==> config.mk <==
export PLATFORM = sky130hd
export DESIGN_NAME = dltp_sub
export DESIGN_NICKNAME = d
export VERILOG_FILES = /design/src/rtl/core/dltp_pkg.sv /design/src/rtl/core/dltp_sub.sv
export SDC_FILE = /design/constraint.sdc
export NUM_CORES = 1
export LEC_CHECK = 0
export ABC_AREA = 0
export BUFFER_PORTS_ARGS = -buffer_cell sky130_fd_sc_hd__buf_2
export CAP_MARGIN = 5
export CORE_MARGIN = 2
export CORE_UTILIZATION = 47
export DETAILED_ROUTE_END_ITERATION = 8
export PLACE_DENSITY = 0.88
export SETUP_SLACK_MARGIN = 0.15
export SLEW_MARGIN = 20
export SYNTH_ARGS = -nofsm -noshare
export SYNTH_HDL_FRONTEND = slang
export SYNTH_SLANG_ARGS = --single-unit
==> constraint.sdc <==
create_clock -name vclk -period 2.25
set_clock_uncertainty 0.1 [all_clocks]
set_input_delay 0.1125 -clock vclk [all_inputs]
set_output_delay 0.1125 -clock vclk [all_outputs]
set_load 0.005 [all_outputs]
==> src/rtl/core/dltp_pkg.sv <==
// Shared types and constants of the directed link table with weighted pick.
`default_nettype none
package dltp_pkg;

  // Number of nodes; only nodes below SPAN can be named by a 6-bit field.
  localparam int NODES  = 64;
  localparam int NODE_W = 6;
  localparam int ROWS   = 2 ** NODE_W;
  localparam int SPAN   = (NODES < ROWS) ? NODES : ROWS;
  localparam int ROW_W  = ROWS;
  localparam int CNT_W  = 7;
  localparam int TOT_W  = 13;
  localparam int DIFF_W = TOT_W + 1;
  localparam int RV_W   = 32;
  localparam int RVC_W  = 5;

  // Operation codes.
  localparam logic [1:0] OP_SET   = 2'd0;
  localparam logic [1:0] OP_CLEAR = 2'd1;
  localparam logic [1:0] OP_QUERY = 2'd2;
  localparam logic [1:0] OP_PICK  = 2'd3;

  typedef struct packed {
    logic [1:0]        op;
    logic [NODE_W-1:0] src_node;
    logic [NODE_W-1:0] dst_node;
    logic [RV_W-1:0]   random_value;
  } dltp_req_t;

  typedef struct packed {
    logic              link_was_present;
    logic [CNT_W-1:0]  out_degree;
    logic [CNT_W-1:0]  in_degree;
    logic [TOT_W-1:0]  total_links;
    logic [NODE_W-1:0] picked_node;
    logic              pick_valid;
  } dltp_rsp_t;

  // Write request to the link row store.
  typedef struct packed {
    logic              we;
    logic [NODE_W-1:0] addr;
    logic [ROW_W-1:0]  data;
  } row_wr_t;

  // Write request to a degree counter store.
  typedef struct packed {
    logic              we;
    logic [NODE_W-1:0] addr;
    logic [CNT_W-1:0]  data;
  } cnt_wr_t;

endpackage
`default_nettype wire

==> src/rtl/core/dltp_sub.sv <==
// Shared subtractor used by the modulo steps and the cumulative in-degree walk.
`default_nettype none
module dltp_sub import dltp_pkg::*; (
  input  logic [DIFF_W-1:0] a,
  input  logic [DIFF_W-1:0] b,
  output logic [DIFF_W-1:0] diff,
  output logic              borrow
);

  // Borrow is set when b is greater than a.
  assign {borrow, diff} = {1'b0, a} - {1'b0, b};

endmodule
`default_nettype wire

Word-level counts from Yosys, hierarchy flattened
Cells that the tools add are included.
Widths: inputs -> output; s select.
{ "word_totals": {"register_bits": 0, "in_bits": 28, "output_inout_bits": 15, "elab_cells": 1} }
{ "classes": {"add_sub_neg": 1} }
{ "op_table": {"columns": ["cell", "n"], "rows": [
  ["$sub 14x14->15", 1]
]} }

Longest topological paths before layout
{ "depth": {"word_depth": 1, "ltp_mapped": 8, "ltp_nobuf": 8} }

Least setup slack after synthesis
OpenSTA, ideal clock, no wires.
{ "synth_path": {"path_kind": "input to output", "startpoint": "in a[0]", "endpoint": "out diff[12]", "t_arrival_ns": 1.485, "required_ns": 2.037, "path_slack_ns": 0.552, "stages": 8, "n_path_buf": 0, "cell_sequence": "inv_1 > ha_1 > fa_1 > nor2b_1 > o2111a_1 > nor3_2 > o21ai_1 > xor2_1"} }
{ "synth_via": {"elab_chain_cells": 1} }
{ "synth_lines": {"columns": ["element", "line_no", "text"], "rows": [
  ["start, declared", "dltp_sub.sv:4", "input logic [DIFF_W-1:0] a,"],
  ["$sub 14x14->15", "dltp_sub.sv:11", "assign {borrow, diff} = {1'b0, a} - {1'b0, b};"],
  ["end, declared", "dltp_sub.sv:6", "output logic [DIFF_W-1:0] diff,"]
]} }
Every way passes these cells.

Final worst setup path
Same ends and word-level chain as after synthesis.

==> flow_metrics.py <==
metrics = {
    "grt": {
        "grt_antenna_before_repair": 0,
        "grt_pass1_wl_mm": 2.911,
        "gr-usage-all-layers_pct": 18.34,
        "grt_max_degree": 9,
        "gr-total-overflow": 0,
        "grt_pass1_vias": 773,
    },
    "final_layout": {
        "n_fill_cell": 144,
        "antennaDiodeCount": 0,
        "nNetsFinal": 196,
        "seq_cell_count": 0,
        "area_growth_pct": 31.15,
        "nClkBuffers": 0,
        "drive_gt1_share_pct": 33.77,
        "seqCellArea_um2": 0,
    },
    "die": {
        "die_x_um": 44.30,
        "rows": 14,
        "start_util_pct": 50.66,
        "die_h_um": 44.30,
        "dieArea_um2": 1962,
        "fp.coreArea_um2": 1506,
        "boundaryPins": 43,
    },
    "logic_synthesis": {
        "synth.top_cell.area_share_pct": 22.95,
        "syn_avg_cell_area_um2": 7.067,
        "ys_seq_area_share_pct": 0,
        "syn-num-nets": 151,
        "synth.area.top_cells": "ha_1 23%, inv_1 9.8%, xnor2_1 4.6%",
        "synth.most_common_cell": "inv_1",
        "synth_cells": 108,
        "synth_top_area_cell": "ha_1",
        "synth_common_cells": "20 x inv_1, 14 x ha_1, 8 x nand2_1, 7 x nor2_1",
        "synth_area_um2": 763.2,
        "synth_warnings": 0,
        "synth_cell_types": 41,
    },
    "timing": {
        "period_share_pct": 86.97,
        "slew_headroom_pct": 77.14,
        "tightest_slew_ps": 340.0,
        "finalHoldViolations": 0,
        "min_period_ps": 1957,
        "setup_tns_ps": 0,
        "setup_viol": 0,
        "fin_hold_ws_ps": 446.1,
        "drv_slew": 0,
        "rsz0062_at_grt": "no",
        "max_freq_mhz": 511.0,
    },
    "power": {
        "power_density_nw_per_um2": 293.5,
        "ir_drop_v": 0.0001428,
        "p_leak_nw": 0.5823,
    },
    "min_path": {
        "hp-class": "in -> out",
    },
    "place": {
        "numPortBuffers": 43,
        "globalplace.congestion": 0.9131,
        "dp_hpwl_mm": 1.582,
    },
    "job": {
        "drv_cap": 0,
    },
    "route": {
        "routed_via_density": 5.467,
        "firstDrtPassIters": 4,
        "vias": 913,
        "ant_nets": 0,
        "totalWireLength_mm": 1.820,
        "wire_per_inst_um": 10.90,
        "drc": 0,
        "drtIter0Drc": 12,
    },
    "critical_path": {
        "crit_fanout": 3,
        "cp.arrival_ps": 1740,
        "crit_required_ps": 2040,
        "crit_type": "in -> out",
        "crit_path_end_kind": "output pin",
        "crit_path_start_kind": "input pin",
    },
    "clock_tree": {
        "cts_setup_buffers": 0,
        "cts_hold_buf": 0,
        "cts_resized": 0,
    },
    "outcome": {
        "status": "complete, no violations",
    },
}
==> placed cells by master, fill, tap and decap left out, drive strengths merged, types with 2 or more instances in the layout <==
| master | netlist | final |
|---|---|---|
| a211o | 2 | 2 |
| a211oi | 2 | 2 |
| a21boi | 2 | 2 |
| a21o | 2 | 2 |
| a21oi | 5 | 5 |
| a31oi | 3 | 3 |
| and3 | 2 | 2 |
| buf | 0 | 43 |
| ha | 14 | 14 |
| inv | 20 | 20 |
| nand2 | 8 | 8 |
| nand2b | 2 | 2 |
| nand3 | 3 | 3 |
| nor2 | 7 | 7 |
| nor2b | 3 | 3 |
| nor3 | 5 | 5 |
| nor4b | 2 | 2 |
| o21a | 3 | 3 |
| o21ai | 2 | 2 |
| xnor2 | 4 | 4 |
| xor2 | 3 | 3 |
==> logic make-up (layout without fill, tap and decap cells) <==
family	count (synthesis)	count (layout)	synth area share, %
AO/OA/AOI/OAI	29	29	29.51
XOR/XNOR	7	7	8.033
adder cells (fa/ha/maj)	15	15	25.57
buffers and inverters	20	63	9.836
multiplexers	1	1	1.312
AND/OR/NAND/NOR	36	36	25.74
==> report_power, final <==
part	leakage, nW	switching, mW	internal, mW
logic	0.582	0.148	0.145
registers	0	0	0
clock network	0	0	0
total	0.582	0.148	0.145
==> critical path, cell delays in order <==
cell	delay, ps
buf_2	70
inv_1	30
ha_1	220
fa_1	400
nor2b_1	170
o2111a_1	250
nor3_2	70
o21ai_1	160
xor2_1	140
buf_2	120
==> stage by stage <==
| stage | power [mW] | instances | utilization (%) | setup WS, ps | area [um^2] |
|---|---|---|---|---|---|
| 6_report | 0.2938 | 167 | 66.45 | 293.2 | 1001 |
| 5_1_grt | 0.3292 | 167 | 66.45 | 163.0 | 1001 |
| 4_1_cts | 0.2940 | 167 | 66.28 | 269.6 | 998.5 |
| 3_5_place_dp | 0.2924 | 167 | 66.28 | 274.2 | 998.5 |
| 3_3_place_gp | 0.2837 | 167 | 66.28 | 303.6 | 998.5 |
| 2_1_floorplan | 0.1915 | 108 | - | 552.0 | 763.2 |
==> cell type report <==
class,instances,area [um^2],share of cell area (%)
inverters,20,75.07,7.500
multi-input cells,88,690.7,69.00
well taps,16,20.02,2.000
repair buffers,43,215.2,21.50
==> metal layers <==
layer  GRT usage (%)  part of all wire [%]
met1           21.76                    41
met2           37.06                    52
met3          0.4082                   6.2
met4           1.818                     0
met5               0                     0
==> final timing paths <==
| check | from | to | cells after the start |
|---|---|---|---|
| worst max-delay path | a[0] | diff[12] | 10 |
| worst min-delay path | b[0] | diff[0] | 4 |
Power figures use the tool's default switching activity.
