File: src/rtl/core/dltp_pkg.sv
// Shared types and constants of the directed link table with weighted pick.
`default_nettype none
package dltp_pkg;

  // Number of nodes; only nodes below SPAN can be named by a 6-bit field.
  localparam int NODES  = 64;
  localparam int NODE_W = 6;
  localparam int ROWS   = 2 ** NODE_W;
  localparam int SPAN   = (NODES < ROWS) ? NODES : ROWS;
  localparam int ROW_W  = ROWS;
  localparam int CNT_W  = 7;
  localparam int TOT_W  = 13;
  localparam int DIFF_W = TOT_W + 1;
  localparam int RV_W   = 32;
  localparam int RVC_W  = 5;

  // Operation codes.
  localparam logic [1:0] OP_SET   = 2'd0;
  localparam logic [1:0] OP_CLEAR = 2'd1;
  localparam logic [1:0] OP_QUERY = 2'd2;
  localparam logic [1:0] OP_PICK  = 2'd3;

  typedef struct packed {
    logic [1:0]        op;
    logic [NODE_W-1:0] src_node;
    logic [NODE_W-1:0] dst_node;
    logic [RV_W-1:0]   random_value;
  } dltp_req_t;

  typedef struct packed {
    logic              link_was_present;
    logic [CNT_W-1:0]  out_degree;
    logic [CNT_W-1:0]  in_degree;
    logic [TOT_W-1:0]  total_links;
    logic [NODE_W-1:0] picked_node;
    logic              pick_valid;
  } dltp_rsp_t;

  // Write request to the link row store.
  typedef struct packed {
    logic              we;
    logic [NODE_W-1:0] addr;
    logic [ROW_W-1:0]  data;
  } row_wr_t;

  // Write request to a degree counter store.
  typedef struct packed {
    logic              we;
    logic [NODE_W-1:0] addr;
    logic [CNT_W-1:0]  data;
  } cnt_wr_t;

endpackage
`default_nettype wire

File: src/rtl/core/dltp_store.sv
// Link row memory and the two degree counter memories, with per-entry valid bits.
`default_nettype none
module dltp_store import dltp_pkg::*; (
  input  logic              clk,
  input  logic              rst,
  input  row_wr_t           row_wr,
  input  cnt_wr_t           out_wr,
  input  cnt_wr_t           in_wr,
  input  logic [NODE_W-1:0] row_raddr,
  input  logic [NODE_W-1:0] out_raddr,
  input  logic [NODE_W-1:0] in_raddr,
  output logic [ROW_W-1:0]  row_rdata,
  output logic [CNT_W-1:0]  out_rdata,
  output logic [CNT_W-1:0]  in_rdata
);

  logic [ROW_W-1:0] row_mem [ROWS];
  logic [CNT_W-1:0] out_mem [ROWS];
  logic [CNT_W-1:0] in_mem  [ROWS];

  logic [ROWS-1:0]  row_vld;
  logic [ROWS-1:0]  out_vld;
  logic [ROWS-1:0]  in_vld;

  logic [ROW_W-1:0] row_q;
  logic [CNT_W-1:0] out_q;
  logic [CNT_W-1:0] in_q;
  logic             row_q_vld;
  logic             out_q_vld;
  logic             in_q_vld;

  // Memory writes and registered reads.
  always_ff @(posedge clk) begin
    if (row_wr.we) begin
      row_mem[row_wr.addr] <= row_wr.data;
    end
    if (out_wr.we) begin
      out_mem[out_wr.addr] <= out_wr.data;
    end
    if (in_wr.we) begin
      in_mem[in_wr.addr] <= in_wr.data;
    end
    row_q <= row_mem[row_raddr];
    out_q <= out_mem[out_raddr];
    in_q  <= in_mem[in_raddr];
  end

  // Valid bits: an entry never written since reset reads as zero.
  always_ff @(posedge clk) begin
    if (rst) begin
      row_vld   <= '0;
      out_vld   <= '0;
      in_vld    <= '0;
      row_q_vld <= 1'b0;
      out_q_vld <= 1'b0;
      in_q_vld  <= 1'b0;
    end else begin
      if (row_wr.we) begin
        row_vld[row_wr.addr] <= 1'b1;
      end
      if (out_wr.we) begin
        out_vld[out_wr.addr] <= 1'b1;
      end
      if (in_wr.we) begin
        in_vld[in_wr.addr] <= 1'b1;
      end
      row_q_vld <= row_vld[row_raddr];
      out_q_vld <= out_vld[out_raddr];
      in_q_vld  <= in_vld[in_raddr];
    end
  end

  assign row_rdata = row_q_vld ? row_q : '0;
  assign out_rdata = out_q_vld ? out_q : '0;
  assign in_rdata  = in_q_vld  ? in_q  : '0;

endmodule
`default_nettype wire

File: config.mk
export PLATFORM = sky130hd
export DESIGN_NAME = dltp_store
export DESIGN_NICKNAME = d
export VERILOG_FILES = /design/src/rtl/core/dltp_pkg.sv /design/src/rtl/core/dltp_store.sv
export SDC_FILE = /design/constraint.sdc
export NUM_CORES = 2
export LEC_CHECK = 0
export ABC_AREA = 0
export BUFFER_PORTS_ARGS = -buffer_cell sky130_fd_sc_hd__buf_2
export CAP_MARGIN = 20
export CORE_MARGIN = 2
export CORE_UTILIZATION = 57
export CTS_CLUSTER_DIAMETER = 80
export DETAILED_ROUTE_END_ITERATION = 10
export PLACE_DENSITY_LB_ADDON = 0.25
export SYNTH_ARGS = -nofsm -noshare
export SYNTH_HDL_FRONTEND = slang
export SYNTH_MEMORY_MAX_BITS = 65536
export SYNTH_SLANG_ARGS = --single-unit
File: constraint.sdc
create_clock -name clk -period 5.6 [get_ports clk]
set_input_delay 0.56 -clock clk [delete_from_list [all_inputs] [get_ports clk]]
set_output_delay 0.56 -clock clk [all_outputs]
set_load 0.01 [all_outputs]
---- Word level (Yosys, flattened, before mapping) ----
Memories as Yosys holds them, arrays and structs flattened. A register that Yosys moved wholly into a read port is not among the register bits.
Cells that the tools add are included.
Widths: inputs -> output; s select.
word-level totals
  bits in registers ....................... 195
  RAM bits ................................ 4992
  input bits .............................. 119
  word-level logic and storage cells ...... 45
  memories ................................ 3
operators by class
  magnitude comparators ................... 9
  multiplexer cells ....................... 21
  bitwise operators ....................... 3
  reduce and logical (&&, ||, !) cells .... 3
memory list
  name     depth  bits a word  read ports  clocked after Yosys merged registers in  write ports  RTL line          RTL
  row_mem  64     64           1           1                                        1            dltp_store.sv:17  logic [ROW_W-1:0] row_mem [ROWS];
  in_mem   64     7            1           1                                        1            dltp_store.sv:19  logic [CNT_W-1:0] in_mem [ROWS];
  out_mem  64     7            1           1                                        1            dltp_store.sv:18  logic [CNT_W-1:0] out_mem [ROWS];
operators by type and width
  cell                count
  $or 64x64->64       3
  $mux 64             1
  $lt 6x7->1 const B  6
  $bmux 1 s6          3
  $demux 1 s6         3
  $ge 6x1->1 const B  3
  $mux 7              2
  $mux 1              12
  $logic_and 1x1->1   3

---- Longest topological paths before layout ----
  depth after elaboration ................. 5
  depth in mapped cells ................... 10
  depth with buffers taken out ............ 5

---- Worst setup path after synthesis ----
OpenSTA, ideal clock, no wires.
  kind .................................... input to register
  start point ............................. input row_wr[67] in the netlist's numbering
  end point ............................... memory row_mem[20][0] in the netlist's numbering, enable pin
  arrival ................................. 5.493 ns
  required time ........................... 5.033 ns
  slack ................................... -0.459 ns
  stages .................................. 4
  path buffers ............................ 1
  cell sequence ........................... clkbuf_1 > nor2_1 > nand4_1 > nor3_1
RTL lines
  element          RTL line          RTL
  start, declared  dltp_store.sv:6   input row_wr_t row_wr,
  end, declared    dltp_store.sv:17
No word-level cell before the write port.

---- Final worst setup path ----
  start point ............................. register row_q_vld
  end point ............................... output row_rdata[2]
on the way
  word-level cells in the longest chain between the ends .. 1
ends and longest elaborated chain
  element                 RTL line          RTL
  start, declared         dltp_store.sv:28  logic row_q_vld;
  start signal, assigned  dltp_store.sv:67  row_q_vld <= row_vld[row_raddr];
  $mux 64                 dltp_store.sv:73  assign row_rdata = row_q_vld ? row_q : '0;
  end, declared           dltp_store.sv:12  output logic [ROW_W-1:0] row_rdata,
No other way between the ends.

==> results by group <==
Status
  • Outcome: completed

Synthesis
  • Synth Area in XOR/XNOR: 0%
  • Ys flop type: edfxtp_1
  • Synth Area in Adders: 0%
  • Mapped Cells: 8567
  • Distinct cells, synth: 42
  • Avg Cell Area, Syn: 23.2 um2
  • Mux cell area share after synthesis: between 10% and 20%
  • Biggest area consumer among synthesized cells: edfxtp_1
  • Synth Net Count: 8686
  • Top-count cell post-synth: edfxtp_1
  • Synth Warn #: 0
  • Register area share after synthesis: 78.1%
  • Main combinational cell family by area after synthesis: multiplexers
  • Synthesized flop and latch total: 5265
  • Top post-synthesis cells by count: 4992 x edfxtp_1, 1540 x mux4_2, 630 x nor2_1
  • Post-Syn Area: 0.199 mm2
  • Ys async rst share: 0%
  • Synth Area in Simple Gates: 2.09%
  • Post-synthesis compound-gate area fraction: less than 1%
  • EDFF count, synth: 4992
  • Top cell type's share of synthesized area: around three quarters
  • Synth area leaders: edfxtp_1 75%, mux4_2 17%, dfxtp_1 2.7%

Power and ir drop
  • Worst IR Drop VDD: around 0.00036 V
  • Static Leak: 70.1 nW
  • Pwr dens: 360 mW/mm2

Placed design
  • Placement Setup Slack: between 1.5 and 2 ns
  • Placed instance count: 13.1k
  • Port bufs: 196
  • GPL Wtd Cong: 0.812
  • DP HPWL: ~270000 um

Timing
  • Worst Skew: around 0.028 ns
  • Final Cycle Share: between 60% and 70%
  • Crit path time final: roughly 3.5 ns
  • Final hold vios: 0
  • Relative slew slack: 18.3%
  • Final setup vio count: 0
  • Final WS setup: 2.13 ns
  • RSZ-0062 raised after global routing: no
  • Slew @ Worst Pin: approximately 1.2 ns
  • Fin. max-slew vios: 0
  • Max frequency: 289 MHz
  • Setup TNS: 0 ns

Finish
  • FILL cells: around 22k
  • Sequential cell area: 0.155 mm2
  • Non-Filler Instances: 14.1k
  • Share of cells above drive strength 1: 29.5%
  • Final #Nets: 9246
  • Area Growth Syn to Fin: 12.6%
  • Area of the multi-input gates: roughly 0.042 mm2

Global route
  • Number of global-route vias before repair: between 90k and 100k
  • Global routing usage on met1: 38.7%
  • Largest net degree at the start of global routing: 110
  • Gr usage total: 27.9%
  • GR Layer Usage met3: 4.86%
  • GR Layer Usage met2: between 40% and 50%
  • Antenna violations before repair: 32
  • Total grt overflow: 0
  • First-pass GRT wire length: 702000 um
  • Busiest grt layer: met2

Clock network
  • Post-CTS sizing: 0
  • Clock transition at the registers of the reported paths: 0.06 ns
  • Max clock buf depth: 4
  • CTS Buf Count: around 520
  • Clock sinks: ~5.3k
  • H-tree levels: 6
  • Clk Latency, worst-skew pair: approximately 1.0 ns
  • Hold buffers post-CTS: 3
  • CTS tree: yes
  • # Post-CTS Setup Buffers: 0
  • CTS Root Cell: clkbuf_16

Worst hold path
  • Worst hold start: row_wr[55]
  • Worst hold path class: primary input to register

Route
  • Vias/cell: 6.72
  • WL/cell: 34.9 um
  • Initial DRC count: 13.2k
  • # DRC: 0
  • Drt pass-1 iters: 6
  • Post-Route WL: roughly 490000 um
  • Routed Antenna Nets: 0
  • Vias: about 95k

Die
  • Core area: around 0.35 mm2
  • Io pins: 197
  • Cell Rows: around 220
  • DIE HEIGHT: 595 um
  • Die W: a little under 600 um
  • Initial Util: 57.4%
  • Full die area: 0.354 mm2

Critical path
  • Reg-to-reg critical path startpoint: in_mem[51][1]
  • Setup crit start kind: register
  • Worst path required time: 5.04 ns
  • Setup CP Type: register to primary output
  • Worst setup path start: row_q_vld
  • CP endpoint kind: primary output
  • Worst EP arrival: about 2.9 ns
  • Crit Path Max Fanout: 41

Run
  • Max cap viols: 0
power breakdown:
part | total (mW) | internal [mW] | leakage (nW) | switching, mW
Sequential | 43.6 | 43.4 | 47.1 | 0.166
Combinational | 3.61 | 1.48 | 15.0 | 2.13
Clock | 33.3 | 18.9 | 7.97 | 14.5
Total | 80.5 | 63.8 | 70.1 | 16.8
critical path, stage by stage (launching register included):
cell	delay, ns
dfxtp_4	0.84
buf_4	0.51
and2_1	0.33
buf_2	0.18
registers in the layout (all words and copies together) (netlist names):
register   cells
out_q_vld      1
out_mem      448
in_mem       448
in_q_vld       1
row_vld       64
out_vld       64
in_vld        64
in_q           7
row_q         64
row_q_vld      1
out_q          7
row_mem     4096
placed cells by master, fill, tap and decap left out, drive strengths merged, types with 14 or more instances in the layout:
master	netlist	layout
buf	227	485
dlygate4sd3	0	15
clkbuf	238	711
diode	0	18
and2	80	80
nand3b	15	15
o221ai	51	51
dfxtp	273	273
nor2b	14	14
mux4	1540	1540
nand3	26	26
a21oi	119	119
o21ai	22	22
bufinv	0	14
nand2	20	20
edfxtp	4992	4992
clkinv	1	196
o22ai	21	21
nor3	119	119
nor3b	14	14
mux2i	87	87
inv	1	19
nor2	630	630
per-layer routing:
| layer | wire length (um) | up-vias |
|---|---|---|
| li1 | - | 37400 |
| met1 | 182000 | 51100 |
| met2 | 247000 | 5636 |
| met3 | 48100 | 853 |
| met4 | 15600 | 10 |
| met5 | 67 | - |
layout make-up:
cell class                 instances  area share (%)
clock buffer                     710            6.48
antenna                           18          0.0201
timing repair buffer             501            2.05
clock inverter                   234           0.796
sequential                      5265            69.4
inverter                           2         0.00335
tap                             4578            2.56
multi-input combinational       2835            18.7
per-stage QoR:
step	area, um2	util [%]	power (mW)	hold WS, ns
3_3_place_gp	207000	59.7	47.9	0.441
3_5_place_dp	207000	59.7	48.0	0.453
2_1_floorplan	199000	-	46.5	0.435
5_1_grt	224000	64.6	82.6	0.0233
6_report	224000	64.6	80.5	0.0236
4_1_cts	223000	64.4	80.9	0.145
cell families (layout without fill, tap and decap cells):
group	after synthesis	after routing
AO/OA/AOI/OAI	262	262
buffers and inverters	467	1447
flip-flops	5265	5265
multiplexers	1628	1628
other	0	18
AND/OR/NAND/NOR	945	945
worst paths after layout:
kind | endpoint | slack (ns) | cells past startpoint
max reg2reg | in_q[1] | 3.41 | 4
min reg2reg | row_vld[26] | 0.47 | 2
max | row_rdata[2] | 2.13 | 3
min | row_mem[25][55] | 0.02 | 1
(Power assumes the default switching activity.)
